### src/hdl/sparse_row_hash_accumulator_macros.svh
// Assertion helpers for the sparse row accumulator.
`ifndef SPARSE_ROW_HASH_ACCUMULATOR_MACROS_SVH
`define SPARSE_ROW_HASH_ACCUMULATOR_MACROS_SVH
`ifndef SYNTHESIS
`define SRHA_ASSERT_IMP(label, ante, cons) \
    label: assert property (@(posedge i_clk) disable iff (!i_rst_n) (ante) |-> (cons)) \
        else $error("srha check failed");
`define SRHA_ASSERT_NXT(label, ante, cons) \
    label: assert property (@(posedge i_clk) disable iff (!i_rst_n) (ante) |=> (cons)) \
        else $error("srha check failed");
`else
`define SRHA_ASSERT_IMP(label, ante, cons)
`define SRHA_ASSERT_NXT(label, ante, cons)
`endif
`endif

### src/hdl/srha_pkg.sv
`default_nettype none
package srha_pkg;
    // Row capacity (one cell per distinct column) and field widths.
    localparam int MAX_DISTINCT = 64;
    localparam int COLUMN_BITS  = 24;
    localparam int SUM_W        = 32;
    localparam int PROD_W       = 2 * SUM_W;
    localparam int FRAC_BITS    = 16;

    localparam logic signed [SUM_W-1:0] SUM_MAX = {1'b0, {(SUM_W-1){1'b1}}};
    localparam logic signed [SUM_W-1:0] SUM_MIN = {1'b1, {(SUM_W-1){1'b0}}};

    typedef struct packed {
        logic                    entry_valid;
        logic signed [SUM_W-1:0] multiplier;
        logic [COLUMN_BITS-1:0]  column;
        logic signed [SUM_W-1:0] b_value;
        logic                    row_end;
    } t_in;

    typedef struct packed {
        logic [COLUMN_BITS-1:0]  out_column;
        logic signed [SUM_W-1:0] out_sum;
        logic                    last;
        logic                    overflow;
    } t_out;

    // Product term travelling down the chain.
    typedef struct packed {
        logic                    vld;
        logic [COLUMN_BITS-1:0]  column;
        logic signed [SUM_W-1:0] prod;
    } t_term;

    // Contents of one cell.
    typedef struct packed {
        logic                    occ;
        logic [COLUMN_BITS-1:0]  column;
        logic signed [SUM_W-1:0] sum;
    } t_slot;

    // Saturating add of two Q16.16 values.
    function automatic logic signed [SUM_W-1:0] sat_add(
        input logic signed [SUM_W-1:0] a,
        input logic signed [SUM_W-1:0] b
    );
        logic signed [SUM_W:0] s;
        s = {a[SUM_W-1], a} + {b[SUM_W-1], b};
        if (s[SUM_W] != s[SUM_W-1]) begin
            return s[SUM_W] ? SUM_MIN : SUM_MAX;
        end
        return s[SUM_W-1:0];
    endfunction
endpackage
`default_nettype wire

### src/hdl/srha_cell.sv
`default_nettype none
module srha_cell (
    input  wire                    i_clk,
    input  wire                    i_rst_n,
    input  wire srha_pkg::t_term   i_term,
    input  wire                    i_shift,
    input  wire srha_pkg::t_slot   i_next,
    output srha_pkg::t_term        o_term,
    output srha_pkg::t_slot        o_slot
);
    import srha_pkg::*;

    t_slot r_slot, n_slot;
    t_term r_term, n_term;

    // On shift the cell loads the next cell's slot; else match adds, empty cell claims, otherwise the term moves on
    always_comb begin
        n_slot     = r_slot;
        n_term     = i_term;
        n_term.vld = 1'b0;
        if (i_shift) begin
            n_slot = i_next;
        end else if (i_term.vld) begin
            if (!r_slot.occ) begin
                n_slot.occ    = 1'b1;
                n_slot.column = i_term.column;
                n_slot.sum    = i_term.prod;
            end else if (r_slot.column == i_term.column) begin
                n_slot.sum = sat_add(r_slot.sum, i_term.prod);
            end else begin
                n_term.vld = 1'b1;
            end
        end
    end

    always_ff @(posedge i_clk) begin
        if (!i_rst_n) begin
            r_slot.occ <= 1'b0;
            r_term.vld <= 1'b0;
        end else begin
            r_slot.occ <= n_slot.occ;
            r_term.vld <= n_term.vld;
        end
        r_slot.column <= n_slot.column;
        r_slot.sum    <= n_slot.sum;
        r_term.column <= n_term.column;
        r_term.prod   <= n_term.prod;
    end

    assign o_term = r_term;
    assign o_slot = r_slot;
endmodule
`default_nettype wire

### config.mk
export PLATFORM = sky130hd
export DESIGN_NAME = srha_cell
export DESIGN_NICKNAME = d
export VERILOG_FILES = /design/src/hdl/sparse_row_hash_accumulator_macros.svh /design/src/hdl/srha_pkg.sv /design/src/hdl/srha_cell.sv
export SDC_FILE = /design/constraint.sdc
export NUM_CORES = 1
export LEC_CHECK = 0
export ABC_AREA = 1
export BUFFER_PORTS_ARGS = -buffer_cell sky130_fd_sc_hd__buf_2
export CAP_MARGIN = 25
export CORE_ASPECT_RATIO = 1.2
export CORE_UTILIZATION = 50
export DETAILED_ROUTE_END_ITERATION = 8
export GPL_TIMING_DRIVEN = 0
export PLACE_DENSITY = 0.76
export SLEW_MARGIN = 10
export SYNTH_ARGS = -nofsm -noshare
export SYNTH_HDL_FRONTEND = slang
export SYNTH_SLANG_ARGS = --single-unit
### constraint.sdc
create_clock -name i_clk -period 4.7 [get_ports i_clk]
set_clock_uncertainty 0.15 [all_clocks]
set_input_delay 0.47 -clock i_clk [delete_from_list [all_inputs] [get_ports i_clk]]
set_output_delay 0.47 -clock i_clk [all_outputs]
set_load 0.02 [all_outputs]
==> flow_summary_export.csv <==
group,metric,value,unit
run_status,status,"completed",
placement,post-place-ws,0.1867,ns
power,power_leakage,0.004858,µW
final_layout,antenna_cells,0,
worst_setup_path,r2r-end,"o_slot[22]",
clocking,cts-htree-levels,4,
timing,setup_viol,0,
placement,dpl-instance-area,0.008274,mm²
routing,vias,6948,
worst_setup_path,r2r_slack,0.31,ns
clocking,root_buffer,"clkbuf_16",
final_layout,final_core_util,66.69,%
final_layout,final_common_cell,"nand2_1",
worst_setup_path,critical_path.endpoint,"o_slot[22]",
power,clock_power_share,33.6,%
clocking,clkTransAtPathRegs,0.06,ns
worst_setup_path,r2r_cells,21,
clocking,postCtsResizedCells,0,
worst_setup_path,crit_chain,"ha_1, nand2_1, nand3_1, nand2_1, nand2_1, nand2_1, nand2_1, nand2_1, nand2_1, nand2_1, nand3b_1, xor2_1, inv_1, ha_1, clkbuf_1, inv_1, clkbuf_1, nand3_1, nand3_1, nand2_1, nand2_1",
clocking,cts_buffer_depth,2,
timing,period_share,93.40,%
worst_setup_path,worst-path-max-fanout,10,
final_layout,drive_gt1_share,22.85,%
timing,tns,0,ns
timing,rsz0062_at_grt,"false",
floorplanning,core-area,0.01330,mm²
clocking,clk_latency,0.42,ns
yosys,synth_area_per_cell,6.972,µm²
worst_setup_path,r2r_start,"o_slot[2]",
power,pwr-share-comb,34.7,%
clocking,cts-buffers-inserted,17,
timing,fmax,0.2278,GHz
power,p_switching,1389,µW
clocking,post-cts-setup-buffer-count,0,
final_layout,layout_common_cells,"397 x nand2_1, 231 x buf_2, 127 x inv_1, 97 x nor2_1, 69 x nand3_1",
floorplanning,dieArea,0.01420,mm²
timing,hold_violations,0,
yosys,syn_inst,984,
yosys,syn_nets,1136,
power,p_int,2366,µW
final_layout,syn_to_final_growth,29.25,%
global_route,grt_pass1_vias,6613,
power,powerDensity,423.5,mW/mm²
timing,fin_ws,0.3103,ns
routing,dr.pass1.iters,7,
yosys,ys_seq_area_share,41.44,%
worst_setup_path,cp.arrival,4.42,ns
worst_setup_path,end_kind,"flip-flop",
placement,dpl.hpwl,16.34,mm
global_route,antenna_found_initial,0,
clocking,cts_tree,"yes",
worst_setup_path,startpoint_type,"flip-flop",
timing,slew_headroom,52.52,%
power,pwr-share-seq,31.7,%
final_layout,fin_cells,1415,
worst_setup_path,cp_slowest_stage_delay,0.46,ns
clocking,clock-sinks,114,
final_layout,nets,1386,
routing,route.detailed.drc,0,
routing,via_per_inst,4.910,
floorplanning,io-pin-count,231,
worst_setup_path,critical_path.top_delay_family,"simple AND/OR/NAND/NOR gates",
final_layout,final_cell_area,0.008867,mm²
worst_setup_path,crit_type,"flip-flop to flip-flop",
worst_setup_path,crit_start,"o_slot[2]",
worst_setup_path,cp.required,4.73,ns
power,irDropWorstVdd,0.3110,mV
global_route,grt_overflow,0,
global_route,grtUsageTotal,29.56,%
routing,ant_nets,0,
power,p_sw_share,36.98,%
yosys,yosys_warnings,0,
routing,wire_per_inst,14.63,µm
floorplanning,fp.dieW,108.9,µm
worst_setup_path,crit_cells,21,
timing,worst_slew_pin_slew,0.7105,ns
placement,place_congestion,0.9901,
global_route,grt_max_degree,19,
timing,slew_violations,0,
worst_setup_path,cp_slowest_cell,"clkbuf_1",
job,drv_cap,0,
floorplanning,rows,46,
yosys,synth-seq-cells,114,
floorplanning,die_h,130.3,µm
clocking,cts_hold_buffers,0,
timing,fin_crit,4.390,ns
worst_setup_path,cpMostUsedCell,"nand2_1",
placement,dp.cells,1383,
routing,drt-total-wl,20.70,mm
floorplanning,start_util,51.60,%
global_route,grt_pass1_wl,31.68,mm
yosys,syn_area,0.006860,mm²
yosys,synth_cell_types,33,
placement,port_buffers,229,
worst_setup_path,path_buf_inv,4,
routing,drt_iter0_drc,405,
worst_hold_path,worstHoldPathType,"input port to flip-flop",
cells in the mapped netlist, drive strengths merged:
cell / instances / share of area (%)
nand3: 71 / 5.4
dfxtp: 58 / 17
o2111ai: 1 / 0.13
nand2: 402 / 22
clkbuf: 18 / 0.98
nor4: 2 / 0.18
and2: 2 / 0.18
or2: 6 / 0.55
xnor2: 20 / 2.6
a21oi: 32 / 2.3
nor3: 8 / 0.66
a31oi: 1 / 0.091
nand3b: 8 / 0.88
inv: 128 / 7.0
o21ai: 16 / 1.2
nor2: 98 / 5.4
o211a: 1 / 0.15
nand4: 5 / 0.46
a21o: 4 / 0.44
edfxtp: 56 / 25
fa: 1 / 0.29
buf: 8 / 0.80
xor2: 4 / 0.51
ha: 34 / 6.2
layout make-up:
cell class | count | area (µm²)
Inverter | 128 | 480.5
Tap cell | 168 | 210.2
Sequential cell | 114 | 2843
Buffer | 26 | 122.6
Fill cell | 1216 | 4428
Timing Repair Buffer | 231 | 1189
Clock buffer | 21 | 504.2
Clock inverter | 11 | 88.84
Multi-Input combinational cell | 716 | 3430
worst min-delay path by stage:
| stage | start | endpoint | slack, ns | cells after the start |
|---|---|---|---|---|
| after CTS | i_term[25] | o_term[25] | 0.01 | 1 |
| final | i_term[22] | o_term[22] | 0.03 | 1 |
| after detailed placement | i_term[25] | o_term[25] | 0.46 | 1 |
| after floorplan | i_term[0] | o_term[0] | 0.35 | 0 |
| after global routing | i_term[21] | o_term[21] | 0.02 | 1 |
| after global placement | i_term[30] | o_term[30] | 0.46 | 1 |
stage by stage:
step / hold WS (ns) / total power [µW]
floorplan: 0.3477 / 2088
global placement: 0.4567 / 2475
detailed placement: 0.4563 / 2497
CTS: 0.01424 / 3768
global route: 0.02289 / 3963
finish: 0.02948 / 3755
power by group through the flow:
stage / registers (µW) / clock network (µW) / logic (µW)
after floorplan: 1320 / 0 / 768
after global placement: 1210 / 0 / 1260
after detailed placement: 1210 / 0 / 1280
after CTS: 1190 / 1280 / 1290
after global routing: 1200 / 1320 / 1440
final: 1190 / 1260 / 1300
logic make-up (layout without fill, tap and decap cells):
family / Yosys count / count (layout) / share of synthesized area (%)
adders and majority gates: 35 / 35 / 6.493
DFF: 114 / 114 / 41.44
buffers and inverters: 154 / 417 / 8.791
xor gates and xnor gates: 24 / 24 / 3.064
AOI/OAI and AO/OA: 55 / 55 / 4.304
and+or+nand+nor: 602 / 602 / 35.91
sequential cells by signal, indices dropped and copies added (netlist names):
signal	flops
o_slot	57
o_term	57
metal layers:
layer  global-route usage, %  share of wire [%]  vias to the layer above
met5                       0                  0                        -
met4                   9.857                1.8                        0
met3                   6.394                6.8                       31
met2                   52.83                 49                      255
met1                   34.77                 42                     3079
li1                        -                  -                     3583
No activity file was read; power rests on OpenSTA's default activity.
