## src/hdl/sparse_row_hash_accumulator_macros.svh

```systemverilog
// Assertion helpers for the sparse row accumulator.
`ifndef SPARSE_ROW_HASH_ACCUMULATOR_MACROS_SVH
`define SPARSE_ROW_HASH_ACCUMULATOR_MACROS_SVH
`ifndef SYNTHESIS
`define SRHA_ASSERT_IMP(label, ante, cons) \
    label: assert property (@(posedge i_clk) disable iff (!i_rst_n) (ante) |-> (cons)) \
        else $error("srha check failed");
`define SRHA_ASSERT_NXT(label, ante, cons) \
    label: assert property (@(posedge i_clk) disable iff (!i_rst_n) (ante) |=> (cons)) \
        else $error("srha check failed");
`else
`define SRHA_ASSERT_IMP(label, ante, cons)
`define SRHA_ASSERT_NXT(label, ante, cons)
`endif
`endif

```

## src/hdl/srha_pkg.sv

```systemverilog
`default_nettype none
package srha_pkg;
    // Row capacity (one cell per distinct column) and field widths.
    localparam int MAX_DISTINCT = 64;
    localparam int COLUMN_BITS  = 24;
    localparam int SUM_W        = 32;
    localparam int PROD_W       = 2 * SUM_W;
    localparam int FRAC_BITS    = 16;

    localparam logic signed [SUM_W-1:0] SUM_MAX = {1'b0, {(SUM_W-1){1'b1}}};
    localparam logic signed [SUM_W-1:0] SUM_MIN = {1'b1, {(SUM_W-1){1'b0}}};

    typedef struct packed {
        logic                    entry_valid;
        logic signed [SUM_W-1:0] multiplier;
        logic [COLUMN_BITS-1:0]  column;
        logic signed [SUM_W-1:0] b_value;
        logic                    row_end;
    } t_in;

    typedef struct packed {
        logic [COLUMN_BITS-1:0]  out_column;
        logic signed [SUM_W-1:0] out_sum;
        logic                    last;
        logic                    overflow;
    } t_out;

    // Product term travelling down the chain.
    typedef struct packed {
        logic                    vld;
        logic [COLUMN_BITS-1:0]  column;
        logic signed [SUM_W-1:0] prod;
    } t_term;

    // Contents of one cell.
    typedef struct packed {
        logic                    occ;
        logic [COLUMN_BITS-1:0]  column;
        logic signed [SUM_W-1:0] sum;
    } t_slot;

    // Saturating add of two Q16.16 values.
    function automatic logic signed [SUM_W-1:0] sat_add(
        input logic signed [SUM_W-1:0] a,
        input logic signed [SUM_W-1:0] b
    );
        logic signed [SUM_W:0] s;
        s = {a[SUM_W-1], a} + {b[SUM_W-1], b};
        if (s[SUM_W] != s[SUM_W-1]) begin
            return s[SUM_W] ? SUM_MIN : SUM_MAX;
        end
        return s[SUM_W-1:0];
    endfunction
endpackage
`default_nettype wire

```

## src/hdl/srha_mul.sv

```systemverilog
`default_nettype none
module srha_mul (
    input  wire                    i_clk,
    input  wire                    i_rst_n,
    input  wire                    i_valid,
    input  wire srha_pkg::t_in     i_word,
    output srha_pkg::t_term        o_term,
    output logic                   o_busy
);
    import srha_pkg::*;

    logic                     r_v1;
    logic [COLUMN_BITS-1:0]   r_col1;
    logic signed [PROD_W-1:0] r_prod1;
    t_term                    r_term;
    logic signed [PROD_W-FRAC_BITS-1:0] w_q;
    logic signed [SUM_W-1:0]  w_sat;

    // Stage 1: full product; zero multipliers and empty items carry no term
    always_ff @(posedge i_clk) begin
        if (!i_rst_n) begin
            r_v1 <= 1'b0;
        end else begin
            r_v1 <= i_valid && i_word.entry_valid && (i_word.multiplier != '0);
        end
        r_col1  <= i_word.column;
        r_prod1 <= PROD_W'(i_word.multiplier) * PROD_W'(i_word.b_value);
    end

    // Floor shift (arithmetic) and saturation
    always_comb begin
        w_q = r_prod1[PROD_W-1:FRAC_BITS];
        if (w_q[PROD_W-FRAC_BITS-1:SUM_W-1] != {(PROD_W-FRAC_BITS-SUM_W+1){1'b0}} &&
            w_q[PROD_W-FRAC_BITS-1:SUM_W-1] != {(PROD_W-FRAC_BITS-SUM_W+1){1'b1}}) begin
            w_sat = w_q[PROD_W-FRAC_BITS-1] ? SUM_MIN : SUM_MAX;
        end else begin
            w_sat = w_q[SUM_W-1:0];
        end
    end

    // Stage 2: term register feeding cell 0
    always_ff @(posedge i_clk) begin
        if (!i_rst_n) begin
            r_term.vld <= 1'b0;
        end else begin
            r_term.vld <= r_v1;
        end
        r_term.column <= r_col1;
        r_term.prod   <= w_sat;
    end

    assign o_term = r_term;
    assign o_busy = r_v1 | r_term.vld;
endmodule
`default_nettype wire

```

## config.mk

```make
export PLATFORM = sky130hd
export DESIGN_NAME = srha_mul
export DESIGN_NICKNAME = d
export VERILOG_FILES = /design/src/hdl/sparse_row_hash_accumulator_macros.svh /design/src/hdl/srha_pkg.sv /design/src/hdl/srha_mul.sv
export SDC_FILE = /design/constraint.sdc
export NUM_CORES = 2
export LEC_CHECK = 0
export BUFFER_PORTS_ARGS = -buffer_cell sky130_fd_sc_hd__buf_2
export CORE_MARGIN = 3
export CORE_UTILIZATION = 43
export CTS_BUF_LIST = sky130_fd_sc_hd__clkbuf_8
export DETAILED_ROUTE_END_ITERATION = 10
export HOLD_SLACK_MARGIN = 0.02
export PLACE_DENSITY = 0.65
export SKIP_CTS_REPAIR_TIMING = 1
export SYNTH_ARGS = -nofsm -noshare
export SYNTH_HDL_FRONTEND = slang
export SYNTH_SLANG_ARGS = --single-unit
```

## constraint.sdc

```tcl
create_clock -name i_clk -period 17.7 [get_ports i_clk]
set_input_delay 3.54 -clock i_clk [delete_from_list [all_inputs] [get_ports i_clk]]
set_output_delay 3.54 -clock i_clk [all_outputs]
set_load 0.03 [all_outputs]
```

==> impl_metrics.prom <==
# TYPE chip_impl_metric gauge
chip_impl_info{name="run_status",value="finished clean"} 1
chip_impl_metric{name="clk-insertion-delay-late",unit="ns"} 0.58
chip_impl_metric{name="crit_path_required_time",unit="ns"} 18.20
chip_impl_metric{name="detailroute.wirelength.met3",unit="um"} 5380
chip_impl_metric{name="grt_pass1_vias",unit=""} 29200
chip_impl_metric{name="synthArstFlopShare",unit="%"} 0
chip_impl_metric{name="fin_tns_setup",unit="ns"} 0
chip_impl_metric{name="floorplan.initialDensity",unit="%"} 43.7
chip_impl_metric{name="avgViaCountPerCell",unit=""} 5.05
chip_impl_metric{name="synth_fp_nets",unit=""} 5272
chip_impl_metric{name="synth_enable_flop_cells",unit=""} 0
chip_impl_metric{name="detailedRoute.firstIterationViolations",unit=""} 1245
chip_impl_metric{name="period_minus_slack",unit="ns"} 12.33
chip_impl_metric{name="drt_first_pass_iters",unit=""} 7
chip_impl_metric{name="die_w",unit="um"} 304
chip_impl_metric{name="syn_area_per_cell",unit="um2"} 9.75
chip_impl_metric{name="cap_violations",unit=""} 0
chip_impl_metric{name="row_count",unit=""} 108
chip_impl_metric{name="max-clock-path-buffers",unit=""} 2
chip_impl_metric{name="drt.antenna.violating_nets",unit=""} 0
chip_impl_metric{name="endpoint_arrival_time_on_the_critical_path",unit="ns"} 12.83
chip_impl_metric{name="cts_clk_pin_slew_worst_paths",unit="ns"} 0.09
chip_impl_metric{name="synthCells",unit=""} 3918
chip_impl_metric{name="max_stage_delay",unit="ns"} 0.93
chip_impl_metric{name="metal_1_wl",unit="um"} 38800
chip_impl_metric{name="postRouteWirelength",unit="um"} 96300
chip_impl_metric{name="sequential_standard_cell_area",unit="mm2"} 0.00260
chip_impl_metric{name="syn_std_cell_area",unit="mm2"} 0.0382
chip_impl_info{name="crit_path_start_kind",value="input pin"} 1
chip_impl_metric{name="floorplan.die_area",unit="mm2"} 0.0925
chip_impl_metric{name="timing.slew.headroom",unit="%"} 29.2
chip_impl_metric{name="area_used_by_multi_input_combinational_logic",unit="mm2"} 0.0312
chip_impl_metric{name="synth_seq_cells",unit=""} 130
chip_impl_metric{name="finalHoldViolations",unit=""} 0
chip_impl_metric{name="detail_route.drc_violations",unit=""} 0
chip_impl_metric{name="yosys.cell_types.count",unit=""} 49
chip_impl_metric{name="worstPathBufferInverterCount",unit=""} 6
chip_impl_info{name="crit_family",value="adder cells"} 1
chip_impl_metric{name="max_clock_freq",unit="GHz"} 0.0811
chip_impl_info{name="crit_path_top_delay_cell",value="sky130_fd_sc_hd__fa_1"} 1
chip_impl_metric{name="cts_sinks",unit=""} 130
chip_impl_metric{name="maxSlewViolCount",unit=""} 0
chip_impl_metric{name="globalRouteOverflowTotal",unit=""} 0
chip_impl_metric{name="grt_pass1_wl",unit="um"} 161000
chip_impl_metric{name="core",unit="mm2"} 0.0874
chip_impl_metric{name="dp_hpwl",unit="um"} 74800
chip_impl_metric{name="antenna_found_initial",unit=""} 4
chip_impl_metric{name="track_usage",unit="%"} 22.4
chip_impl_metric{name="worstMarginPinSlew",unit="ns"} 1.06
chip_impl_metric{name="die_height",unit="um"} 304
chip_impl_info{name="hold_path.class",value="reg -> reg"} 1
chip_impl_info{name="ctsRootBufferMaster",value="sky130_fd_sc_hd__clkbuf_8"} 1
chip_impl_metric{name="ctsHtreeMaxLevel",unit=""} 4
chip_impl_metric{name="met2RoutedLength",unit="um"} 47500
chip_impl_info{name="worstSetupPathType",value="in -> reg"} 1
chip_impl_info{name="worst_path_most_repeated_cell",value="sky130_fd_sc_hd__fa_1"} 1
chip_impl_metric{name="fin_crit_sh",unit="%"} 69.7
chip_impl_metric{name="gp_congestion",unit=""} 0.843
chip_impl_metric{name="critical_path_peak_fanout",unit=""} 33
chip_impl_metric{name="largest_net_degree_at_the_start_of_global_routing",unit=""} 34
chip_impl_metric{name="via_count",unit=""} 25600
chip_impl_metric{name="finalClockSkew",unit="ns"} 0.0363
chip_impl_info{name="cts_tree",value="done"} 1
chip_impl_metric{name="final_nets",unit=""} 5264
chip_impl_metric{name="layout-drive-gt1-share",unit="%"} 5.79
chip_impl_metric{name="cts-buffers-inserted",unit=""} 17
chip_impl_info{name="crit_path_end_kind",value="flop"} 1
chip_impl_metric{name="final.fill_count",unit=""} 8279
chip_impl_metric{name="placement.io_buffers",unit=""} 149
chip_impl_metric{name="route.detailed.wl_per_inst",unit="um"} 19.0
chip_impl_metric{name="synth-warning-count",unit=""} 0
chip_impl_info{name="setup_repair_after_global_routing_missed_its_margin",value="false"} 1
chip_impl_info{name="ys.flop_type",value="sky130_fd_sc_hd__dfxtp_1"} 1
chip_impl_metric{name="setup_viol",unit=""} 0
chip_impl_info{name="dr.max_layer_used",value="met4"} 1
chip_impl_metric{name="sequential_element_share_of_the_synthesized_area",unit="%"} 6.81
chip_impl_metric{name="boundaryPins",unit=""} 151
chip_impl_metric{name="final_core_utilization",unit="%"} 46.1
chip_impl_metric{name="flow.area_growth_from_synthesis",unit="%"} 5.40
[logic make-up after synthesis]
group / count (synthesis) / share of synthesized area [%]
adder cells (fa/ha/maj): 1261 / 62.5
AND/OR/NAND/NOR: 1125 / 14.9
AO/OA/AOI/OAI: 157 / 2.73
flip-flops: 130 / 6.81
buffers and inverters: 1182 / 11.6
XOR/XNOR: 63 / 1.44
[sequential cells by signal, indices dropped and copies added, names as in the netlist]
signal and count:
o_term 57, r_col1 24, r_v1 1, r_prod1 48
[area by class of cell]
class | instances | area share (%)
Antenna cell | 1 | 0.00621
Clock buffer | 18 | 0.615
Clock inverter | 14 | 0.441
Inverter | 982 | 9.15
Multi-Input combinational cell | 2606 | 77.4
Sequential cell | 130 | 6.46
Tap cell | 1155 | 3.59
Timing Repair Buffer | 173 | 2.30
[per-layer routing]
layer  vias to the layer above  GRT usage (%)
met1                     13700           28.7
met3                       152           3.35
met4                         0           9.68
met2                       744           37.8
li1                      11100              -
met5                         -              0
[path summary, 6_finish.rpt]
| check | from | end | slack (ns) | depth (start not counted) |
|---|---|---|---|---|
| min | r_col1[19] | o_term[51] | 0.32 | 0 |
| min reg2reg | r_col1[19] | o_term[51] | 0.32 | 0 |
| max | i_word[88] | r_prod1[63] | 5.37 | 27 |
| max reg2reg | r_prod1[47] | o_term[18] | 14.71 | 5 |
[stage by stage]
step,std cells,hold WS (ns),setup WS (ns),instance area [um2]
after floorplan,3918,0.310,6.63,38200
after detailed placement,5046,0.312,4.74,39800
after global placement,5046,0.310,4.81,39800
after global routing,5079,0.333,4.90,40300
final,5079,0.323,5.37,40300
after CTS,5078,0.323,5.35,40300
[synthesized netlist by cell type, types with 5 or more instances]
cell type,n,area share [%]
sky130_fd_sc_hd__o21ai_1,6,0.079
sky130_fd_sc_hd__nor2b_1,6,0.098
sky130_fd_sc_hd__and3_1,6,0.098
sky130_fd_sc_hd__nand2b_1,8,0.13
sky130_fd_sc_hd__and2_1,510,8.4
sky130_fd_sc_hd__xor2_1,19,0.44
sky130_fd_sc_hd__a31oi_1,6,0.098
sky130_fd_sc_hd__a21oi_1,44,0.58
sky130_fd_sc_hd__clkbuf_1,198,1.9
sky130_fd_sc_hd__nand3_1,6,0.079
sky130_fd_sc_hd__nor2_1,42,0.41
sky130_fd_sc_hd__nor3_1,7,0.092
sky130_fd_sc_hd__xnor2_1,44,1.0
sky130_fd_sc_hd__nand4_1,15,0.25
sky130_fd_sc_hd__a21o_1,22,0.43
sky130_fd_sc_hd__inv_1,982,9.6
sky130_fd_sc_hd__o21ai_0,43,0.56
sky130_fd_sc_hd__fa_1,1081,57
sky130_fd_sc_hd__ha_1,180,5.9
sky130_fd_sc_hd__nand2_1,503,4.9
sky130_fd_sc_hd__nor4_1,13,0.21
sky130_fd_sc_hd__dfxtp_1,130,6.8
sky130_fd_sc_hd__o21bai_1,5,0.098
[placed cells by master (no fill, tap or decap), types with 3 or more instances in the layout]
| master | count |
|---|---|
| sky130_fd_sc_hd__a21o_1 | 22 |
| sky130_fd_sc_hd__a21oi_1 | 44 |
| sky130_fd_sc_hd__a21oi_2 | 4 |
| sky130_fd_sc_hd__a31oi_1 | 5 |
| sky130_fd_sc_hd__and2_1 | 510 |
| sky130_fd_sc_hd__and3_1 | 6 |
| sky130_fd_sc_hd__buf_2 | 149 |
| sky130_fd_sc_hd__buf_4 | 24 |
| sky130_fd_sc_hd__bufinv_16 | 3 |
| sky130_fd_sc_hd__clkbuf_8 | 18 |
| sky130_fd_sc_hd__clkinv_4 | 3 |
| sky130_fd_sc_hd__dfxtp_1 | 130 |
| sky130_fd_sc_hd__fa_1 | 1081 |
| sky130_fd_sc_hd__ha_1 | 180 |
| sky130_fd_sc_hd__inv_1 | 983 |
| sky130_fd_sc_hd__inv_6 | 3 |
| sky130_fd_sc_hd__nand2_1 | 503 |
| sky130_fd_sc_hd__nand2b_1 | 8 |
| sky130_fd_sc_hd__nand3_1 | 6 |
| sky130_fd_sc_hd__nand4_1 | 15 |
| sky130_fd_sc_hd__nor2_1 | 42 |
| sky130_fd_sc_hd__nor2b_1 | 6 |
| sky130_fd_sc_hd__nor3_1 | 7 |
| sky130_fd_sc_hd__nor4_1 | 13 |
| sky130_fd_sc_hd__o21a_1 | 4 |
| sky130_fd_sc_hd__o21ai_0 | 43 |
| sky130_fd_sc_hd__o21ai_1 | 6 |
| sky130_fd_sc_hd__o21ai_2 | 3 |
| sky130_fd_sc_hd__o21bai_1 | 5 |
| sky130_fd_sc_hd__xnor2_1 | 44 |
| sky130_fd_sc_hd__xor2_1 | 19 |
Power is not shown: default switching activity piles up to over one toggle a cycle in this logic, so the estimate is an artifact.
